`src/hw/rtl/qrs_pkg.sv`:
```
// ----------------------------------------------------------------------------
// qrs_pkg
// Shared widths, kind codes and the pipeline control struct for the
// quadratic root solver.
// ----------------------------------------------------------------------------
package qrs_pkg;

  localparam int COEF_WIDTH_DEF = 16;
  localparam int FRAC_BITS_DEF  = 16;
  localparam int VAL_WIDTH      = 36;

  localparam logic [1:0] KIND_NONE    = 2'd0;
  localparam logic [1:0] KIND_REAL    = 2'd1;
  localparam logic [1:0] KIND_EQUAL   = 2'd2;
  localparam logic [1:0] KIND_COMPLEX = 2'd3;

  // Control that travels beside each item.
  typedef struct packed {
    logic       vld;
    logic [1:0] kind;
  } qrs_ctl_t;

endpackage

```
`src/hw/rtl/qrs_disc.sv`:
```
// ----------------------------------------------------------------------------
// qrs_disc
// Two-stage discriminant: products registered, then b*b - 4ac and the
// case decision. Emits |d|, -b scaled to fixed point and 2a.
// ----------------------------------------------------------------------------
module qrs_disc
  import qrs_pkg::*;
#(
  parameter int COEF_WIDTH = COEF_WIDTH_DEF,
  parameter int FRAC_BITS  = FRAC_BITS_DEF,
  localparam int DW = 2 * COEF_WIDTH + 3,
  localparam int NW = COEF_WIDTH + FRAC_BITS + 2
) (
  input  logic                         clk,
  input  logic                         rst,
  input  logic                         in_vld,
  input  logic signed [COEF_WIDTH-1:0] a,
  input  logic signed [COEF_WIDTH-1:0] b,
  input  logic signed [COEF_WIDTH-1:0] c,
  output qrs_ctl_t                     ctl,
  output logic [DW-2:0]                mag,
  output logic signed [NW-1:0]         nb,
  output logic signed [COEF_WIDTH+1:0] den
);

  logic signed [2*COEF_WIDTH:0] bb, ac;
  logic signed [COEF_WIDTH-1:0] b1, a1;
  logic                         v1, az1;
  logic signed [DW-1:0]         d;

  always_ff @(posedge clk) begin
    if (rst) begin
      v1  <= 1'b0;
      ctl <= '0;
    end else begin
      v1       <= in_vld;
      ctl.vld  <= v1;
      ctl.kind <= az1 ? KIND_NONE : (d == '0) ? KIND_EQUAL :
                  d[DW-1] ? KIND_COMPLEX : KIND_REAL;
    end
  end

  always_ff @(posedge clk) begin
    bb  <= (2*COEF_WIDTH+1)'(b * b);
    ac  <= (2*COEF_WIDTH+1)'(a * c);
    b1  <= b;
    a1  <= a;
    az1 <= (a == '0);
    mag <= d[DW-1] ? (DW-1)'(-d) : d[DW-2:0];
    nb  <= -(NW'(b1) <<< FRAC_BITS);
    den <= (COEF_WIDTH+2)'(a1) <<< 1;
  end

  assign d = DW'(bb) - (DW'(ac) <<< 2);

endmodule

```
`config.mk`:
```
export PLATFORM = sky130hd
export DESIGN_NAME = qrs_disc
export DESIGN_NICKNAME = d
export VERILOG_FILES = /design/src/hw/rtl/qrs_pkg.sv /design/src/hw/rtl/qrs_disc.sv
export SDC_FILE = /design/constraint.sdc
export NUM_CORES = 2
export LEC_CHECK = 0
export BUFFER_PORTS_ARGS = -buffer_cell sky130_fd_sc_hd__buf_2
export CAP_MARGIN = 20
export CORE_MARGIN = 2
export CORE_UTILIZATION = 58
export DETAILED_ROUTE_END_ITERATION = 12
export GPL_TIMING_DRIVEN = 0
export PLACE_DENSITY = 0.79
export RECOVER_POWER = 25
export SLEW_MARGIN = 20
export SYNTH_ARGS = -nofsm -noshare
export SYNTH_HDL_FRONTEND = slang
export SYNTH_SLANG_ARGS = --single-unit
```
`constraint.sdc`:
```
create_clock -name clk -period 6 [get_ports clk]
set_input_delay 0 -clock clk [delete_from_list [all_inputs] [get_ports clk]]
set_output_delay 0 -clock clk [all_outputs]
set_load 0.05 [all_outputs]
```
==> out/metrics.yaml <==
initial_core_util_pct: 58.57
worstRegToRegCells: 14
grt_overflow_total: 0
cp_data_arrival_time_ns: 6.18
use_met3_pct: 4.786
antenna_found_initial: 3
crit_top_cell: "fa_1"
cts_tree: "built"
cp_top_family: "adder cells"
vias_per_cell: 5.362
hpwl_um: 49940
drtPass1Iterations: 5
min_period_ns: 5.775
clkTransAtPathRegs_ns: 0.07
cts_buffers: 17
relSlewSlack_pct: 39.37
synth_ff_type: "dfxtp_1"
worstPathCellList: "buf_2, clkbuf_4, nand2_1, fa_1, fa_1, fa_1, inv_1, fa_1, fa_1, inv_1, fa_1, inv_1, ha_1, a2111o_1, o221ai_1, a21oi_1, o21ai_1, a21boi_0, o21ai_0, nand2_1, a2111oi_1, nand4b_1"
gr-usage-met2_pct: 46.92
start_kind: "primary input"
cts_buffer_depth: 2
ys_warn_count: 0
clk_latency_ns: 0.47
nets: 3633
grt_use_total_pct: 28.54
placeableCoreArea_mm2: 0.04289
fp.dieW_um: 212.1
ant_nets: 0
avgSynthCellArea_um2: 9.327
grt_pass1_vias: 19953
die-area_mm2: 0.04499
vias: 18645
drt-initial-drc-count: 1186
finalHoldViolCount: 0
required_ns: 6.40
grt_pass1_wl_um: 98950
reg2reg_to: "mag[31]$_DFF_P_"
fmax_mhz: 173.2
drv_slew: 0
setup_viol_count_final: 0
cts.sinks: 166
end_kind: "flop"
place_ws_ns: -0.8967
synth-seq-area-share_pct: 13.23
num_io_pins: 140
slowest_stage: "fa_1"
finClkSkew_ns: 0.01012
status: "complete, no violations"
synth-seq-cells: 166
synth_cells: 2693
maxCapViolCount: 0
fin_area_mm2: 0.02761
cts_htree_levels: 4
fillerInstances: 3558
hp-class: "primary input to flop"
routabilityCongestion: 0.9387
synth_edf_count: 0
reg2reg_slack_ns: 0.93
rsz0062_at_grt: "yes"
routed_wl_um: 59480
drive_gt1_share_pct: 8.685
grt_busiest_layer: "met2"
min_to: "az1$_DFF_P_"
ctsRootBufferMaster: "clkbuf_16"
synth_area_mm2: 0.02512
fin_crit_sh_pct: 96.24
worstReg2RegStart: "ac[0]$_DFF_P_"
tightest_slew_ns: 0.8866
postPlaceCellArea_mm2: 0.02653
critical-path-max-stage-delay_ns: 0.56
async_flop_share_pct: 0
use_met1_pct: 38.16
grt_max_degree: 19
min_from: "a[12]"
row_count: 76
synth_cell_type_count: 75
syn2layout_area_growth_pct: 9.928
cp_num_buf_inv: 5
path_max_fanout: 10
wl_per_cell_um: 17.11
io_buffers: 122
die_height_um: 212.1
hold_depth: 3
fin_ws_ns: 0.2255
route.detailed.drc: 0
crit_type: "primary input to flop"
-- registers in the layout, indices dropped and copies added (netlist names) --
signal,flops
v1,1
mag,33
ctl,3
den,16
b1,16
nb,18
bb,30
az1,1
a1,16
ac,32
-- tightest hold or removal path, cell delays in order --
cell	delay [ns]
buf_2	0.19
nor4_1	0.09
and4_1	0.25
-- worst max-delay path by stage --
stage | startpoint | endpoint | slack (ns) | cells after the start
final | b[5] | bb[20]$_DFF_P_ | 0.23 | 22
after global routing | b[2] | bb[30]$_DFF_P_ | -0.05 | 24
after global placement | b[4] | bb[31]$_DFF_P_ | -0.84 | 23
after detailed placement | b[4] | bb[31]$_DFF_P_ | -0.90 | 23
after CTS | c[2] | ac[31]$_DFF_P_ | 0.003 | 22
after floorplan | a[15] | ac[30]$_DFF_P_ | 0.25 | 21
-- cell families (layout without fill, tap and decap cells) --
group                    after synthesis  in the layout  synth area share (%)
buffers and inverters                742            923                 11.46
adder cells (fa/ha/maj)              705            705                 49.94
AND/OR/NAND/NOR                      649            649                 12.66
AO/OA/AOI/OAI                        276            276                 7.293
flip-flops                           166            166                 13.23
XOR/XNOR                             149            149                 5.196
multiplexers                           5              5                0.2042
other                                  1             19               0.01493
-- through the flow --
| step | hold slack, ns | std cells | TNS, ns | utilization, % |
|---|---|---|---|---|
| 3_5_place_dp | 0.1347 | 3416 | -12.41 | 61.85 |
| 4_1_cts | -0.2263 | 3479 | 0 | 64.11 |
| 2_1_floorplan | 0.02772 | 2709 | 0 | - |
| 5_1_grt | 0.1414 | 3476 | -0.09360 | 64.38 |
| 6_report | 0.1479 | 3477 | 0 | 64.38 |
| 3_3_place_gp | 0.1314 | 3416 | -10.28 | 61.84 |
-- cell usage after synthesis (9+ instances only) --
cell / n / area, µm²
inv_1: 655 / 2459
fa_1: 496 / 9930
nand2_1: 238 / 893.4
ha_1: 209 / 2615
dfxtp_1: 166 / 3323
and2_1: 157 / 982.2
nor2_1: 114 / 427.9
xnor2_1: 110 / 963.4
a21oi_1: 91 / 455.4
clkbuf_1: 58 / 217.7
o21ai_0: 41 / 205.2
xor2_1: 39 / 341.6
a21o_1: 32 / 240.2
nor3_1: 32 / 160.2
nand3_1: 23 / 115.1
buf_4: 20 / 150.1
a31oi_1: 14 / 87.58
and3_1: 12 / 75.07
nor2b_1: 12 / 75.07
a31o_2: 11 / 96.34
nand2b_1: 11 / 68.82
a211oi_1: 9 / 67.56
nor4_1: 9 / 56.30
o21a_1: 9 / 67.56
o21bai_1: 9 / 67.56
o31ai_1: 9 / 67.56
-- routing by layer --
layer  up-vias  part of all wire (%)
met5         -                     0
met4         0                   3.1
met3       130                   6.1
met2       599                    49
met1      9403                    42
li1       8513                     -
-- layout by cell type (no fill, tap or decap), drive strengths merged, types with 23 or more instances in the layout --
cell type,instances
a21o,32
a21oi,93
and2,157
buf,144
clkbuf,74
dfxtp,166
dlygate4sd3,35
fa,496
ha,209
inv,660
nand2,238
nand3,23
nor2,114
nor3,33
o21ai,44
xnor2,110
xor2,39
-- final cells by class --
type	instances	area, µm²	area share [%]
inverters	656	2466	8.931
well taps	585	732.0	2.651
clock buffers	18	429.2	1.554
diodes	2	5.005	0.01813
flip-flops and latches	166	3323	12.04
multi-input cells	1801	19070	69.05
repair buffers	157	954.7	3.457
clock inverters	14	186.4	0.6752
plain buffers	78	447.9	1.622
-- what timing repair did --
action / 4_1_cts / 5_1_grt
gates resized for setup: 12 / 93
pin swaps: 0 / 1
buffers inserted: 0 / 0
endpoints found under the setup margin: 16 / 14
hold buffers: 34 / 1
hold endpoints to repair: 37 / 1
Power is left out: the tool's default activity adds up to more than one toggle a clock period on the data nets, which glitch-free logic cannot reach.
