File: src/hw/rtl/qrs_pkg.sv
// ----------------------------------------------------------------------------
// qrs_pkg
// Shared widths, kind codes and the pipeline control struct for the
// quadratic root solver.
// ----------------------------------------------------------------------------
package qrs_pkg;

  localparam int COEF_WIDTH_DEF = 16;
  localparam int FRAC_BITS_DEF  = 16;
  localparam int VAL_WIDTH      = 36;

  localparam logic [1:0] KIND_NONE    = 2'd0;
  localparam logic [1:0] KIND_REAL    = 2'd1;
  localparam logic [1:0] KIND_EQUAL   = 2'd2;
  localparam logic [1:0] KIND_COMPLEX = 2'd3;

  // Control that travels beside each item.
  typedef struct packed {
    logic       vld;
    logic [1:0] kind;
  } qrs_ctl_t;

endpackage

File: src/hw/rtl/qrs_sqrt.sv
// ----------------------------------------------------------------------------
// qrs_sqrt
// Pipelined digit-by-digit square root, one result bit per stage.
// Side data rides along the stages.
// ----------------------------------------------------------------------------
module qrs_sqrt
  import qrs_pkg::*;
#(
  parameter int IW = 34,
  parameter int FRAC_BITS = FRAC_BITS_DEF,
  parameter int SW = 8,
  localparam int RW = (IW + 1) / 2 + FRAC_BITS,
  localparam int NS = RW
) (
  input  logic          clk,
  input  logic          rst,
  input  qrs_ctl_t      in_ctl,
  input  logic [IW-1:0] val,
  input  logic [SW-1:0] in_side,
  output qrs_ctl_t      out_ctl,
  output logic [RW-1:0] root,
  output logic [SW-1:0] out_side
);

  localparam int XW = 2 * RW;

  qrs_ctl_t      ctl  [NS+1];
  logic [XW-1:0] x    [NS+1];
  logic [RW-1:0] q    [NS+1];
  logic [RW+1:0] rem  [NS+1];
  logic [SW-1:0] side [NS+1];

  assign ctl[0]  = in_ctl;
  assign x[0]    = XW'(val) << (2 * FRAC_BITS);
  assign q[0]    = '0;
  assign rem[0]  = '0;
  assign side[0] = in_side;

  for (genvar i = 0; i < NS; i++) begin : g_st
    logic [RW+1:0] r2, trial;
    assign r2    = {rem[i][RW-1:0], x[i][XW-1 -: 2]};
    assign trial = {q[i], 2'b01};
    always_ff @(posedge clk) begin
      if (rst) ctl[i+1] <= '0;
      else ctl[i+1] <= ctl[i];
    end
    always_ff @(posedge clk) begin
      x[i+1]    <= x[i] << 2;
      side[i+1] <= side[i];
      if (r2 >= trial) begin
        rem[i+1] <= r2 - trial;
        q[i+1]   <= {q[i][RW-2:0], 1'b1};
      end else begin
        rem[i+1] <= r2;
        q[i+1]   <= {q[i][RW-2:0], 1'b0};
      end
    end
  end

  assign out_ctl  = ctl[NS];
  assign root     = q[NS];
  assign out_side = side[NS];

endmodule

File: config.mk
export PLATFORM = sky130hd
export DESIGN_NAME = qrs_sqrt
export DESIGN_NICKNAME = d
export VERILOG_FILES = /design/src/hw/rtl/qrs_pkg.sv /design/src/hw/rtl/qrs_sqrt.sv
export SDC_FILE = /design/constraint.sdc
export NUM_CORES = 2
export LEC_CHECK = 0
export BUFFER_PORTS_ARGS = -buffer_cell sky130_fd_sc_hd__buf_2
export CORE_MARGIN = 2
export CORE_UTILIZATION = 50
export DETAILED_ROUTE_END_ITERATION = 16
export PLACE_DENSITY = 0.65
export SLEW_MARGIN = 20
export SYNTH_ARGS = -nofsm -noshare
export SYNTH_HDL_FRONTEND = slang
export SYNTH_SLANG_ARGS = --single-unit
File: constraint.sdc
create_clock -name clk -period 5 [get_ports clk]
set_clock_uncertainty 0.1 [all_clocks]
set_input_delay 0.5 -clock clk [delete_from_list [all_inputs] [get_ports clk]]
set_output_delay 0.5 -clock clk [all_outputs]
set_load 0.005 [all_outputs]
==> parameters.txt <==
Parameter                              Value

Critical path
  Maximum net fanout on the critical path ... 20
  R2R Setup Slk ... 1.09 ns
  Crit Path Class ... flip-flop to flip-flop
  Worst setup SP type ... flip-flop
  Worst endpoint data arrival time ... around 4.5 ns
  Endpoint kind of the worst setup timing path ... flip-flop
  Required time worst endpoint ... 5.63 ns

Detailed routing
  Vias ... slightly below 60000
  WL per Instance ... ~16 um
  DRT iter0 DRCs ... between 3000 and 4000
  Drt total wl ... 178.2 mm
  Antenna viol nets, final ... 0
  Count of TritonRoute iterations in the first routing pass ... 6
  Average via count per standard cell ... between 5 and 6
  Remaining routing DRC violations ... 0

Global route
  Total congestion overflow after global routing ... 0
  Maximum number of pins on one net before global-route repair ... 79
  Wire length of the first global-routing pass ... between 200 and 300 mm
  Number of global-route vias before repair ... ~58000
  Antenna violations before repair ... 1
  Aggregate global-route resource usage ... between 20% and 30%

Synth
  Cells after Synth ... roughly 8600
  Library cells used by synthesis ... 88
  Proportion of netlist area held by the largest area contributor ... between 50% and 60%
  Sequential-to-total area share from yosys stat ... 51.37%
  Nets in the synthesized netlist ... between 9000 and 10000
  Most instantiated library cell after synthesis ... sky130_fd_sc_hd__dfxtp_1
  Main area contributors after synthesis ... sky130_fd_sc_hd__dfxtp_1, sky130_fd_sc_hd__ha_1, sky130_fd_sc_hd__xor2_1, sky130_fd_sc_hd__xnor2_1, sky130_fd_sc_hd__a21oi_1
  Synth Register Bits ... ~2200
  Yosys warnings ... 0
  Top flip-flop cell by instance count after synthesis ... sky130_fd_sc_hd__dfxtp_1
  Average cell area after synthesis ... ~9.9 um2
  Proportion of register bits with asynchronous set or reset after synthesis ... 0%
  Area of the mapped netlist ... 85310 um2
  Top cell types by occurrence after synthesis ... sky130_fd_sc_hd__dfxtp_1, sky130_fd_sc_hd__inv_1, sky130_fd_sc_hd__ha_1
  Number of flops mapped to enable cells by yosys ... 0
  Largest area contributor in the netlist ... sky130_fd_sc_hd__dfxtp_1

Clock network
  Clock tree from TritonCTS ... done
  Clock net sink count ... 2189
  Clock buffers created by TritonCTS ... 214
  Clock H-tree levels ... 4
  Clock insertion delay at the later pin of the skew report ... 0.85 ns
  Cells resized by post-CTS repair ... 0
  Maximum count of clock buffers along a single path ... 3
  Clock-pin slew reported for the worst setup and hold paths after clock tree synthesis ... approximately 0.060 ns
  Clock Tree Root ... sky130_fd_sc_hd__clkbuf_16

Floorplanning
  DIE AREA ... 173900 um2
  Area of the core region ... ~170000 um2
  Vertical die dimension ... about 420 um
  Initial standard-cell utilization of the core ... approximately half
  Io pins ... 91
  Number of cell rows ... roughly 150
  Floorplan die width ... 417.1 um

Timing
  Number of hold violations in the final report ... 0
  Setup repair after global routing missed its margin ... no
  Final setup TNS ... 0 ns
  Number of setup violations in the final report ... 0
  Smallest hold slack ... 0.1959 ns
  Final critical-path share of the clock period ... about four fifths
  Max-slew headroom at the worst pin ... 30.82%
  Peak clock frequency supported by timing ... between 200 and 300 MHz
  Final critical path time including I/O delays and setup ... between 3 and 4 ns
  Max Slew Vio Count ... 0
  Slew @ Worst Pin ... about 1.0 ns

Finish
  Total of fill cells in the finished design ... 14720
  Signed area change from the synthesized netlist to the final layout ... 12.87%
  Fraction of final layout cells with drive strength greater than 1 ... 7.708%
  Net count, final ... 9472

Power
  Leakage Power ... 45.50 nW
  Power Dens Cells ... about 500 nW/um2
  Worst supply voltage drop on vdd ... about 0.00039 V

Placement
  Detailed placer's ending HPWL ... 135.0 mm
  IO Port Bufs ... 90
  Routability congestion estimate ... 0.8961

Status
  Outcome ... complete, no violations

Flow run
  Max-capacitance violation count ... 0

Min path
  Hold Path Class ... input port to flip-flop
-- where the power goes --
part | internal (mW) | total, mW | switching [mW]
Sequential | 20.3 | 22.6 | 2.26
Clock | 10.0 | 16.9 | 6.86
Combinational | 3.89 | 8.60 | 4.71
Total | 34.2 | 48.1 | 13.8
-- registers in the layout, summed over array words and instances, names as in the netlist --
| register | cells |
|---|---|
| g_st.r2 | 1025 |
| g_st.trial | 528 |
| side | 256 |
| x | 240 |
| ctl | 96 |
| root | 33 |
| out_side | 8 |
| out_ctl | 3 |
-- layer usage --
metal  up-vias  track usage (%)  wire [um]
met4         0            7.167       5437
met3       360            3.072       6858
met1     27560            24.05      75680
met2      1127            37.15      90240
met5         -                0          0
li1      30030                -          -
-- metrics by stage --
step / worst slack [ns] / instances / cell area, um2 / total power [mW] / util (%)
detailed placement: 1.160 / 10800 / 88200 / 31.51 / 52.05
CTS: 1.132 / 11250 / 96280 / 48.55 / 56.81
finish: 1.095 / 11250 / 96290 / 48.07 / 56.82
global placement: 1.273 / 10800 / 88200 / 31.35 / 52.05
floorplan: 1.463 / 8634 / 85310 / 28.87 / -
global route: 0.7842 / 11250 / 96290 / 50.65 / 56.82
-- timing repair --
action | CTS | global route
buffers inserted | 0 | 0
endpoints found under the hold margin | 66 | 0
hold buffers | 47 | 0
-- cells in the final DEF (no fill, tap or decap), drive strengths merged, types with 57 or more instances in the layout --
master	synthesis	final
nand3	146	146
nor3	218	218
nand2	561	561
o21ai	461	461
xnor2	375	375
o31ai	57	57
or4	58	58
nor2b	170	170
xor2	424	424
or3	84	84
dfxtp	2189	2189
buf	28	123
clkinv	2	60
a21oi	558	558
a21o	236	236
nor4	137	137
inv	707	719
clkbuf	146	280
mux2	106	106
nor2	540	540
ha	564	564
o21a	106	106
nand4	67	67
nand2b	75	75
-- layout make-up --
cell class	instances	area (um2)	area share (%)
Sequential cell	2189	43820	45.51
Timing Repair Buffer	170	1196	1.242
Clock inverter	120	1568	1.628
Tap cell	2218	2775	2.882
Antenna cell	4	10.01	0.01040
Multi-Input combinational cell	5562	38220	39.69
Inverter	709	2661	2.764
Clock buffer	280	6036	6.268
-- worst max-delay path, cell delays in order, from the launching register on --
cell and delay (ns):
sky130_fd_sc_hd__dfxtp_1 0.33, sky130_fd_sc_hd__nor4_1 0.52, sky130_fd_sc_hd__or4b_2 0.71, sky130_fd_sc_hd__a2111oi_0 0.84
sky130_fd_sc_hd__nand2_1 0.74, sky130_fd_sc_hd__buf_4 0.41, sky130_fd_sc_hd__nor2_1 0.11, sky130_fd_sc_hd__a21oi_1 0.05
-- final timing paths --
| kind | from | to | cells after the start |
|---|---|---|---|
| setup reg to reg | g_st[16].r2[26] | g_st[17].r2[11] | 7 |
| hold reg to reg | side[102] | side[94] | 0 |
| setup / recovery | g_st[16].r2[26] | g_st[17].r2[11] | 7 |
| hold / removal | val[20] | x[2166] | 2 |
-- cell families (layout without fill, tap and decap cells) --
kind of cell	after synthesis	in the layout	synth area share (%)
AND/OR/NAND/NOR	2273	2273	13.34
flip-flops	2189	2189	51.37
AO/OA/AOI/OAI	1796	1796	13.01
buffers and inverters	883	1279	3.953
XOR/XNOR	799	799	8.203
adder cells (fa/ha/maj)	579	579	8.624
multiplexers	114	114	1.493
other	1	5	0.004396
No activity file was read; power rests on OpenSTA's default activity.
